===== src/sv/mdt_pkg.sv =====
// ----------------------------------------------------------------------------
// mdt_pkg
// Types and constants shared by the dead-zone test drive modules.
// ----------------------------------------------------------------------------
package mdt_pkg;

  localparam int unsigned POS_W   = 32;
  localparam int unsigned CMD_W   = 16;
  localparam int unsigned PWM_W   = 16;
  localparam int unsigned LIM_W   = 15;
  localparam int unsigned BAND_W  = 31;
  localparam int unsigned PHASE_W = 2;
  localparam int unsigned IDX_W   = 3;
  localparam int unsigned CFG_W   = 31;
  localparam int unsigned ODATA_W = 72;

  localparam logic signed [CMD_W-1:0] CMD_MAX = 16'sd32767;
  localparam logic signed [CMD_W-1:0] CMD_MIN = -16'sd32767;

  // Register indexes on the configuration channel
  localparam logic [IDX_W-1:0] REG_DZ_FWD    = 3'd0;
  localparam logic [IDX_W-1:0] REG_DZ_BWD    = 3'd1;
  localparam logic [IDX_W-1:0] REG_MAX_PWM   = 3'd2;
  localparam logic [IDX_W-1:0] REG_RAMP_LIM  = 3'd3;
  localparam logic [IDX_W-1:0] REG_STOP_BAND = 3'd4;

  // Register reset values
  localparam logic [PWM_W-1:0]  DZ_FWD_RST    = 16'd1130;
  localparam logic [PWM_W-1:0]  DZ_BWD_RST    = 16'd1200;
  localparam logic [PWM_W-1:0]  MAX_PWM_RST   = 16'd5000;
  localparam logic [LIM_W-1:0]  RAMP_LIM_RST  = 15'd60;
  localparam logic [BAND_W-1:0] STOP_BAND_RST = 31'd325;

  // Test sequencer phases
  typedef enum logic [3:0] {
    PH_FWD_RAMP = 4'b0001,
    PH_FWD_WAIT = 4'b0010,
    PH_BWD_RAMP = 4'b0100,
    PH_BWD_WAIT = 4'b1000
  } phase_t;

  localparam logic [PHASE_W-1:0] PCODE_FWD_RAMP = 2'd0;
  localparam logic [PHASE_W-1:0] PCODE_FWD_WAIT = 2'd1;
  localparam logic [PHASE_W-1:0] PCODE_BWD_RAMP = 2'd2;
  localparam logic [PHASE_W-1:0] PCODE_BWD_WAIT = 2'd3;

  typedef struct packed {
    logic [PWM_W-1:0]  dz_fwd;
    logic [PWM_W-1:0]  dz_bwd;
    logic [PWM_W-1:0]  max_pwm;
    logic [LIM_W-1:0]  ramp_lim;
    logic [BAND_W-1:0] stop_band;
  } cfg_t;

  typedef struct packed {
    logic signed [CMD_W-1:0] command;
    logic [PHASE_W-1:0]      phase;
    logic signed [POS_W-1:0] speed;
  } seq_t;

  typedef struct packed {
    logic [PWM_W-1:0] pwm;
    logic             in1;
    logic             in2;
  } drive_t;

  function automatic logic [PHASE_W-1:0] phase_code(input phase_t ph);
    logic [PHASE_W-1:0] code;
    unique case (ph)
      PH_FWD_RAMP: code = PCODE_FWD_RAMP;
      PH_FWD_WAIT: code = PCODE_FWD_WAIT;
      PH_BWD_RAMP: code = PCODE_BWD_RAMP;
      PH_BWD_WAIT: code = PCODE_BWD_WAIT;
      default:     code = PCODE_FWD_RAMP;
    endcase
    return code;
  endfunction

endpackage


===== src/sv/motor_deadzone_test_drive.sv =====
// ----------------------------------------------------------------------------
// motor_deadzone_test_drive
// Dead-zone test drive for a DC motor behind an H-bridge.
// ----------------------------------------------------------------------------
// One encoder sample per transaction, one result per transaction. A sample
// sits in the input register, is processed combinationally into the result
// register and from there appears on the master side. A new sample is taken
// every cycle while results drain; when a result waits on m_tready, one more
// sample is taken into the input register and s_tready then stays low until
// the result leaves. The throughput of one per cycle rests on the previous
// count, phase and command registers updating on each advance. Configuration
// writes are taken at once (cfg_ready is always high) and belong between runs.
// ----------------------------------------------------------------------------
module motor_deadzone_test_drive import mdt_pkg::*; (
  input  logic               clk,
  input  logic               rst,
  input  logic               s_tvalid,
  output logic               s_tready,
  input  logic [POS_W-1:0]   s_tdata,  // [31:0] position_count
  output logic               m_tvalid,
  input  logic               m_tready,
  // [15:0] pwm_compare, [16] drive_in1, [17] drive_in2, [33:18] command_value,
  // [35:34] test_phase, [67:36] speed_counts, [71:68] zero
  output logic [ODATA_W-1:0] m_tdata,
  input  logic               cfg_valid,
  output logic               cfg_ready,
  input  logic [IDX_W-1:0]   cfg_index,
  input  logic [CFG_W-1:0]   cfg_data
);

  cfg_t             cfg;
  logic             in_valid;
  logic [POS_W-1:0] in_pos;
  logic             advance;
  seq_t             seq;
  drive_t           drive;

  assign cfg_ready = 1'b1;

  always_ff @(posedge clk) begin
    if (rst) begin
      cfg.dz_fwd    <= DZ_FWD_RST;
      cfg.dz_bwd    <= DZ_BWD_RST;
      cfg.max_pwm   <= MAX_PWM_RST;
      cfg.ramp_lim  <= RAMP_LIM_RST;
      cfg.stop_band <= STOP_BAND_RST;
    end else if (cfg_valid) begin
      unique case (cfg_index)
        REG_DZ_FWD:    cfg.dz_fwd    <= cfg_data[PWM_W-1:0];
        REG_DZ_BWD:    cfg.dz_bwd    <= cfg_data[PWM_W-1:0];
        REG_MAX_PWM:   cfg.max_pwm   <= cfg_data[PWM_W-1:0];
        REG_RAMP_LIM:  cfg.ramp_lim  <= cfg_data[LIM_W-1:0];
        REG_STOP_BAND: cfg.stop_band <= cfg_data[BAND_W-1:0];
        default: ;
      endcase
    end
  end

  // Sample moves to the result register when that is empty or being drained
  assign advance  = in_valid && (!m_tvalid || m_tready);
  assign s_tready = !in_valid || advance;

  always_ff @(posedge clk) begin
    if (rst) begin
      in_valid <= 1'b0;
    end else if (s_tready) begin
      in_valid <= s_tvalid;
    end
  end

  always_ff @(posedge clk) begin
    if (s_tvalid && s_tready) begin
      in_pos <= s_tdata;
    end
  end

  mdt_sequencer u_seq (
    .clk      (clk),
    .rst      (rst),
    .advance  (advance),
    .position (in_pos),
    .cfg      (cfg),
    .seq      (seq)
  );

  mdt_compensate u_comp (
    .command (seq.command),
    .cfg     (cfg),
    .drive   (drive)
  );

  always_ff @(posedge clk) begin
    if (rst) begin
      m_tvalid <= 1'b0;
    end else if (advance) begin
      m_tvalid <= 1'b1;
    end else if (m_tready) begin
      m_tvalid <= 1'b0;
    end
  end

  always_ff @(posedge clk) begin
    if (advance) begin
      m_tdata <= {4'b0000, seq.speed, seq.phase, seq.command,
                  drive.in2, drive.in1, drive.pwm};
    end
  end

endmodule


===== src/sv/mdt_sequencer.sv =====
// ----------------------------------------------------------------------------
// mdt_sequencer
// Speed from the encoder count difference, and the four-phase ramp/wait
// sequencer holding the test command. State moves on each advance.
// ----------------------------------------------------------------------------
module mdt_sequencer import mdt_pkg::*; (
  input  logic             clk,
  input  logic             rst,
  input  logic             advance,
  input  logic [POS_W-1:0] position,
  input  cfg_t             cfg,
  output seq_t             seq
);

  logic [POS_W-1:0]        previous_count;
  phase_t                  phase;
  phase_t                  phase_next;
  logic signed [CMD_W-1:0] command;
  logic signed [CMD_W-1:0] command_next;

  logic [POS_W-1:0]        diff;
  logic [POS_W-1:0]        speed_mag;
  logic                    stopped;
  logic signed [CMD_W-1:0] cmd_up;
  logic signed [CMD_W-1:0] cmd_down;
  logic signed [CMD_W:0]   lim_pos;
  logic signed [CMD_W:0]   lim_neg;

  assign diff      = position - previous_count;
  assign speed_mag = diff[POS_W-1] ? (~diff + 1'b1) : diff;
  assign stopped   = (speed_mag <= {1'b0, cfg.stop_band});

  assign cmd_up   = (command < CMD_MAX) ? command + 16'sd1 : command;
  assign cmd_down = (command > CMD_MIN) ? command - 16'sd1 : command;
  assign lim_pos  = $signed({2'b00, cfg.ramp_lim});
  assign lim_neg  = -lim_pos;

  always_comb begin
    phase_next   = phase;
    command_next = '0;
    unique case (phase)
      PH_FWD_RAMP: begin
        if ($signed({cmd_up[CMD_W-1], cmd_up}) > lim_pos) begin
          phase_next = PH_FWD_WAIT;
        end else begin
          command_next = cmd_up;
        end
      end
      PH_FWD_WAIT: begin
        if (stopped) phase_next = PH_BWD_RAMP;
      end
      PH_BWD_RAMP: begin
        if ($signed({cmd_down[CMD_W-1], cmd_down}) < lim_neg) begin
          phase_next = PH_BWD_WAIT;
        end else begin
          command_next = cmd_down;
        end
      end
      PH_BWD_WAIT: begin
        if (stopped) phase_next = PH_FWD_RAMP;
      end
      default: phase_next = PH_FWD_RAMP;
    endcase
  end

  always_ff @(posedge clk) begin
    if (rst) begin
      previous_count <= '0;
      phase          <= PH_FWD_RAMP;
      command        <= '0;
    end else if (advance) begin
      previous_count <= position;
      phase          <= phase_next;
      command        <= command_next;
    end
  end

  assign seq.command = command_next;
  assign seq.phase   = phase_code(phase_next);
  assign seq.speed   = $signed(diff);

endmodule


===== src/sv/mdt_compensate.sv =====
// ----------------------------------------------------------------------------
// mdt_compensate
// Dead-zone offset by direction, saturation to max_pwm, H-bridge pins.
// ----------------------------------------------------------------------------
module mdt_compensate import mdt_pkg::*; (
  input  logic signed [CMD_W-1:0] command,
  input  cfg_t                    cfg,
  output drive_t                  drive
);

  logic [CMD_W-2:0] cmd_mag;
  logic [PWM_W-1:0] offset;
  logic [PWM_W:0]   sum;
  logic             is_neg;
  logic             is_pos;

  assign is_neg  = command[CMD_W-1];
  assign is_pos  = !is_neg && (command != '0);
  assign cmd_mag = is_neg ? (CMD_W-1)'(-command) : command[CMD_W-2:0];
  assign offset  = is_neg ? cfg.dz_bwd : cfg.dz_fwd;
  assign sum     = {2'b00, cmd_mag} + {1'b0, offset};

  always_comb begin
    drive.in1 = is_pos;
    drive.in2 = is_neg;
    if (!is_pos && !is_neg) begin
      drive.pwm = '0;
    end else if (sum > {1'b0, cfg.max_pwm}) begin
      drive.pwm = cfg.max_pwm;
    end else begin
      drive.pwm = sum[PWM_W-1:0];
    end
  end

endmodule


===== config.mk =====
export PLATFORM = sky130hd
export DESIGN_NAME = motor_deadzone_test_drive
export DESIGN_NICKNAME = d
export VERILOG_FILES = /design/src/sv/mdt_pkg.sv /design/src/sv/motor_deadzone_test_drive.sv /design/src/sv/mdt_sequencer.sv /design/src/sv/mdt_compensate.sv
export SDC_FILE = /design/constraint.sdc
export NUM_CORES = 1
export LEC_CHECK = 0
export BUFFER_PORTS_ARGS = -buffer_cell sky130_fd_sc_hd__buf_4
export CAP_MARGIN = 20
export CORE_UTILIZATION = 55
export DETAILED_ROUTE_END_ITERATION = 16
export GPL_ROUTABILITY_DRIVEN = 0
export PLACE_DENSITY = 0.78
export SETUP_SLACK_MARGIN = 0.4
export SYNTH_ARGS = -nofsm -noshare
export SYNTH_HDL_FRONTEND = slang
export SYNTH_SLANG_ARGS = --single-unit
export TNS_END_PERCENT = 10

===== constraint.sdc =====
create_clock -name clk -period 8.6 [get_ports clk]
set_clock_uncertainty 0.1 [all_clocks]
set_input_delay 0.86 -clock clk [delete_from_list [all_inputs] [get_ports clk]]
set_output_delay 0.86 -clock clk [all_outputs]
set_load 0.01 [all_outputs]

==> results of run 1 <==
==> cells by family (layout without fill, tap and decap cells) <==
| family | Yosys count | count (layout) |
|---|---|---|
| AO/OA/AOI/OAI | 410 | 410 |
| XOR/XNOR | 109 | 109 |
| adder cells (fa/ha/maj) | 131 | 131 |
| buffers and inverters | 249 | 397 |
| flip-flops | 247 | 247 |
| multiplexers | 22 | 22 |
| other | 2 | 5 |
| AND/OR/NAND/NOR | 728 | 728 |
==> power groups by stage <==
stage          clock [uW]  sequential [uW]  combinational [uW]
3_5_place_dp            0             1370                1050
2_1_floorplan           0             1370                 749
5_1_grt              1180             1350                1280
6_report             1120             1340                1170
3_3_place_gp            0             1370                1020
4_1_cts              1130             1340                1070
==> synth_stat cells, types with 5 or more instances <==
| cell | n | area share (%) |
|---|---|---|
| o21ai_0 | 50 | 1.6 |
| ha_1 | 129 | 10 |
| nand3b_1 | 27 | 1.3 |
| inv_1 | 158 | 3.8 |
| o31ai_1 | 7 | 0.33 |
| nor4_1 | 16 | 0.64 |
| o21a_1 | 19 | 0.91 |
| or4_1 | 7 | 0.33 |
| nand2b_1 | 15 | 0.60 |
| a21oi_1 | 197 | 6.3 |
| or2_2 | 6 | 0.24 |
| edfxtp_1 | 99 | 19 |
| a211o_1 | 6 | 0.33 |
| nand2_1 | 367 | 8.8 |
| mux2i_1 | 20 | 1.3 |
| or3_1 | 7 | 0.28 |
| nor2_1 | 133 | 3.2 |
| nor3_1 | 36 | 1.1 |
| nor2b_1 | 16 | 0.64 |
| xnor2_1 | 72 | 4.0 |
| a21o_1 | 30 | 1.4 |
| a211oi_1 | 17 | 0.81 |
| clkbuf_1 | 71 | 1.7 |
| and3_1 | 9 | 0.36 |
| xor2_1 | 37 | 2.1 |
| buf_2 | 5 | 0.16 |
| and2_1 | 11 | 0.44 |
| buf_4 | 7 | 0.33 |
| nand3_1 | 31 | 0.99 |
| nand4_1 | 24 | 0.96 |
| a31oi_1 | 14 | 0.56 |
| dfxtp_1 | 148 | 19 |
==> area by class of cell <==
type	count	area share, %
clock buffer	32	3.85
timing repair buffer	190	8.13
clock inverter	16	0.815
sequential	247	32.1
tap	378	2.55
inverter	159	3.25
multi-input combinational	1405	49.4
==> routing by layer <==
| metal | up-vias | routed length, um | part of all wire, % |
|---|---|---|---|
| li1 | 6813 | - | - |
| met1 | 6588 | 17500 | 41 |
| met2 | 670 | 19500 | 46 |
| met3 | 155 | 3600 | 8.5 |
| met4 | 0 | 1970 | 4.6 |
| met5 | - | 0 | 0 |
==> cells in the final DEF, fill, tap and decap left out, types with 6 or more instances in the layout <==
master | synthesis | routed
or3_1 | 7 | 6
nand3b_1 | 27 | 27
clkbuf_16 | 0 | 29
xor2_1 | 37 | 34
a31oi_1 | 14 | 13
nor4_2 | 0 | 6
nand2_1 | 367 | 365
edfxtp_1 | 99 | 99
nand3_1 | 31 | 29
buf_4 | 7 | 180
or2_2 | 6 | 6
clkinv_4 | 0 | 6
ha_1 | 129 | 127
nor2b_1 | 16 | 13
and3_1 | 9 | 9
a211oi_1 | 17 | 14
o21ai_0 | 50 | 47
xnor2_1 | 72 | 69
clkinvlp_4 | 0 | 6
dfxtp_2 | 0 | 6
o21a_1 | 19 | 19
nor3_1 | 36 | 32
dfxtp_1 | 148 | 139
a211o_1 | 6 | 6
a21oi_1 | 197 | 192
nand4_1 | 24 | 24
nand2b_1 | 15 | 13
nor2_1 | 133 | 131
and2_1 | 11 | 9
inv_1 | 158 | 156
mux2i_1 | 20 | 18
nor4_1 | 16 | 10
o21ai_1 | 3 | 6
a21o_1 | 30 | 28
==> critical path, delay by kind of cell (launching register included) <==
| kind | cells | cell delay [ps] |
|---|---|---|
| compound gates | 18 | 3460 |
| xor+xnor | 2 | 330 |
| fa+ha+maj | 3 | 900 |
| buf+inv | 5 | 1040 |
| flops | 1 | 360 |
| mux | 1 | 220 |
| simple gates | 7 | 1480 |
==> metrics by stage <==
stage               TNS (ps)  std cells  setup WS [ps]  instance area, um2
finish                     0       2427            422               18600
global route               0       2427            153               18600
CTS                        0       2398            402               18000
detailed placement     -1020       2350          -91.9               17000
global placement           0       2350            282               17000
floorplan                  0       1901            437               15700
==> repair_timing <==
| item | 4_1_cts | 5_1_grt |
|---|---|---|
| setup buffers | 0 | 24 |
| resized for setup | 20 | 72 |
| pin swaps | 3 | 29 |
| setup endpoints to repair | 16 | 16 |
| cloned | 0 | 2 |
| endpoints found under the hold margin | 0 | 0 |
==> how the worst max path moves through the flow <==
| stage | end | cells past startpoint |
|---|---|---|
| floorplan | m_tdata[13]$_SDFFCE_PP0P_ | 39 |
| global placement | m_tdata[11]$_SDFFCE_PP0P_ | 35 |
| detailed placement | m_tdata[0]$_SDFFCE_PP0P_ | 35 |
| CTS | m_tdata[5]$_SDFFCE_PP0P_ | 36 |
| global route | m_tdata[14]$_SDFFCE_PP0P_ | 37 |
| finish | m_tdata[14]$_SDFFCE_PP0P_ | 36 |
==> flip-flops by register name, summed over array words and instances (netlist names) <==
register	cells
m_tdata	67
in_valid	1
u_seq.previous_count	32
m_tvalid	1
u_seq.phase	4
u_seq.command	16
in_pos	32
cfg	94
==> impl_metrics.toml, run 1 <==
[outcome]
outcome = "completed"

[logic_synthesis]
netlist_area_um2 = 15700
seq_area_frac_synth_pct = 37.8
synth_edf_count = 99
async_flop_share_pct = 0
synth-xor-area-share_pct = 6.08
synthCells = 1898
yosysWarningCount = 0
synth_top_family_by_area = "simple AND/OR/NAND/NOR gates"
netlist-cell-type-count = 90
yosys.area_share.simple_pct = 21.2
ys.flop_type = "dfxtp_1"
synth_area_per_cell_um2 = 8.27
synthMuxAreaShare_pct = 1.44
synth-compound-area-share_pct = 16.6
synthAdderAreaFrac_pct = 10.5
synth_seq_cells = 247

[grt]
antenna_found_initial = 0
grt_util_met3_pct = 4.60
grt_pass1_vias = 12900
grt_pass1_wl_um = 64900
met1_usage_pct = 35.6
overflow = 0
grt_max_degree = 93
busiest_layer = "met2"
grt_use_met2_pct = 46.4
grt_usage_pct = 27.8

[finish]
area.sequential_um2 = 5950
final_util_pct = 66.5
antennaDiodeCount = 0
layout-drive-gt1-share_pct = 16.3
multi_input_area_um2 = 9170
nets = 2231
area_growth_pct = 18.3
fillers = 2230

[clocking]
clock_path_buffers = 3
cts.clk_slew.worst_paths_ps = 60
tritoncts = "done"
cts-root-buf = "clkbuf_16"
clock-sinks = 247
insertion_delay_ps = 550
cts_made_buffers = 26
cts_htree_levels = 1
cts_hold_buf = 0

[floorplan]
fp.dieW_um = 171
ios = 146
start_util_pct = 56.2
rows = 61
die_h_um = 171
core_um2 = 27900
die_area_um2 = 29200

[place]
dp_hpwl_um = 30600
portBuffers = 140

[critical_path]
r2r_cells = 36
timing.rr.start = "u_seq.command[13]$_SDFFE_PP0P_"
end_kind = "flop"
reg2reg_slack_ps = 420
worstSetupStartpointType = "flop"
cp.required_ps = 8780
crit_type = "reg2reg"
crit_path_start = "u_seq.command[13]$_SDFFE_PP0P_"
r2r-end = "m_tdata[14]$_SDFFCE_PP0P_"
cp_data_arrival_time_ps = 8360
max_stage_delay_ps = 580
cp_slowest_cell = "or4b_4"
path_max_fanout = 8

[power_and_ir_drop]
power.density_nw_per_um2 = 196
finalPower_uw = 3630
p_clk_share_pct = 30.9
leakagePower_uw = 0.00772
p_int_uw = 2420
p_switching_uw = 1210
share_seq_of_total_power_pct = 37.0
ir_worst_vdd_mv = 0.187
switching_share_pct = 33.3
p_comb_share_pct = 32.1

[sta]
period_share_pct = 95.1
min_period_ps = 8180
slew_viol_final = 0
worstMarginPinSlew_ps = 1020
holdWs_ps = 351
timing.fmax_ghz = 0.122
relSlewSlack_pct = 31.4
report.final.hold_viol_count = 0
setup_viol = 0
rsz0062_at_grt = "no"

[drt]
vias_per_cell = 5.86
dr.pass1.iters = 6
wire_per_inst_um = 17.5
detail_route.wirelength_um = 42600
postRouteAntennaNets = 0
vias = 14200
drt_iter0_markers = 1298
drc = 0

[hold_path]
hold_path.class = "reg2reg"
min_path_cells = 2
holdPathEnd = "u_seq.previous_count[18]$_SDFFE_PP0P_"
min-delay-start = "u_seq.previous_count[18]$_SDFFE_PP0P_"

[flow_run]
maxCapViolations = 0
Power figures use the tool's default switching activity.
==> run 2, diff against run 1 <==
--- a/config.mk
+++ b/config.mk
@@ -10,7 +10,7 @@
 export CORE_UTILIZATION = 55
 export DETAILED_ROUTE_END_ITERATION = 16
 export GPL_ROUTABILITY_DRIVEN = 0
-export PLACE_DENSITY = 0.78
+export PLACE_DENSITY = 0.81
 export SETUP_SLACK_MARGIN = 0.4
 export SYNTH_ARGS = -nofsm -noshare
 export SYNTH_HDL_FRONTEND = slang
==> run 2 against run 1 <==
Net effect:
- sequential cell count unchanged
- die area unchanged
- maximum frequency decreased by 0.63%
- clock-buffer cell count increased by 1
- global-route usage increased by 0.86 points
- critical path type unchanged
- clock power increased by 9.8%
- core utilization increased by 1.0 points
- register-to-register slack got worse by 50 ps
- combinational power increased by 5%
- first-iteration DRC count increased by 31%
- non-clock buffer count increased by 6
- largest power group unchanged
- power increased by 4.5%
==> impl_metrics.toml, run 2 (synthesized netlist as in run 1, its figures left out) <==
[clocking]
cts.clk_slew.worst_paths_ps = 60
clock-sinks = 247
cts_hold_buf = 0
cts-root-buf = "clkbuf_16"
cts_htree_levels = 1
cts_made_buffers = 27
clock_path_buffers = 3
insertion_delay_ps = 540
tritoncts = "done"

[sta]
holdWs_ps = 353
relSlewSlack_pct = 22.9
setup_tns_ps = 0
period_share_pct = 95.7
timing.fmax_ghz = 0.122
worstMarginPinSlew_ps = 1150
rsz0062_at_grt = "no"
report.final.hold_viol_count = 0
slew_viol_final = 0
setup_viol = 0
min_period_ps = 8230

[finish]
final_cell_mix = "362 x nand2_1, 189 x a21oi_1, 188 x buf_4, 151 x inv_1, 137 x dfxtp_1"
largest_reg_flops = 94
area_growth_pct = 20.2
nets = 2238
antennaDiodeCount = 0
regMostFlops = "cfg"
reg.largest.list = "cfg (94), m_tdata (67)"
layout-drive-gt1-share_pct = 17.7
final_util_pct = 67.5
layout_commonest_cell = "nand2_1"

[critical_path]
path_max_fanout = 8
crit_type = "reg2reg"
end_kind = "flop"
max_stage_delay_ps = 580
cp_slowest_cell = "or4b_4"
cp.required_ps = 8760
worstSetupStartpointType = "flop"
cp_data_arrival_time_ps = 8390

[grt]
overflow = 0
antenna_found_initial = 0
grt_pass1_wl_um = 66900
busiest_layer = "met2"
grt_use_met2_pct = 48.6
grt_pass1_vias = 13300
grt_max_degree = 93
met1_usage_pct = 36.9
grt_util_met3_pct = 3.75
grt_usage_pct = 28.7

[place]
dp_hpwl_um = 30600
portBuffers = 140

[drt]
wire_per_inst_um = 18.3
postRouteAntennaNets = 0
vias = 14600
drc = 0
drt_iter0_markers = 1704
dr.pass1.iters = 8
detail_route.wirelength_um = 44600
vias_per_cell = 5.98

[power_and_ir_drop]
ir_worst_vdd_mv = 0.155
leakagePower_uw = 0.00783
power.density_nw_per_um2 = 201

[outcome]
outcome = "completed"

[floorplan]
start_util_pct = 56.2
ios = 146
core_um2 = 27900
rows = 61
die_area_um2 = 29200
fp.dieW_um = 171
die_h_um = 171

[hold_path]
hold_path.class = "reg2reg"

[flow_run]
maxCapViolations = 0
[run 2: changes by cell type in the layout (fill, tap and decap cells not counted), sizes merged]
cell,delta
buf,+7
bufinv,+4
clkinvlp,-3
clkinv,-2
inv,+2
[run 2: layout make-up]
type | instances | area [um2]
Clock buffer | 33 | 708
Multi-Input combinational cell | 1405 | 9330
Fill cell | 2117 | 9070
Clock inverter | 17 | 225
Timing Repair Buffer | 196 | 1560
Sequential cell | 247 | 5960
Inverter | 159 | 606
Tap cell | 378 | 473
[run 2: path summary, 6_finish.rpt]
path,from,to,slack [ps],cells after the start
max reg2reg,u_seq.command[13]$_SDFFE_PP0P_,m_tdata[0]$_SDFFCE_PP0P_,370,37
min reg2reg,u_seq.previous_count[21]$_SDFFE_PP0P_,u_seq.previous_count[21]$_SDFFE_PP0P_,350,2
min,u_seq.previous_count[21]$_SDFFE_PP0P_,u_seq.previous_count[21]$_SDFFE_PP0P_,350,2
max,u_seq.command[13]$_SDFFE_PP0P_,m_tdata[0]$_SDFFCE_PP0P_,370,37
[run 2: worst max-delay path: cells and delay by family (launching register included)]
kind	cells	cell delay (ps)
compound gates	12	2350
simple gates	12	2180
buf+inv	6	1240
fa+ha+maj	3	1060
mux	2	370
flops	1	350
xor+xnor	2	300
[run 2: where the power goes]
part | internal [uW] | total (uW) | leakage (uW) | switching (uW)
Clock | 738 | 1230 | 0.000455 | 490
Sequential | 1310 | 1340 | 0.00215 | 39.1
Combinational | 511 | 1230 | 0.00522 | 714
Total | 2550 | 3800 | 0.00783 | 1240
[run 2: repair_timing]
item,4_1_cts,5_1_grt
gates resized for setup,22,109
pin swaps,8,49
buffers inserted,4,27
endpoints found under the setup margin,16,16
cloned,0,1
[run 2: metrics by stage]
stage,cell area [um2],std cells,total power (uW),setup slack (ps)
final,18900,2435,3800,371
after global routing,18900,2435,3960,21.6
after CTS,18100,2405,3660,402
after detailed placement,17000,2351,2420,-10.1
after global placement,17000,2351,2380,397
after floorplan,15700,1901,2120,437
[run 2: metal layers]
metal / up-vias / wire (um) / part of all wire (%)
li1: 6816 / - / -
met1: 6775 / 17500 / 39
met2: 769 / 20900 / 47
met3: 199 / 3930 / 8.8
met4: 0 / 2280 / 5.1
met5: - / 0 / 0
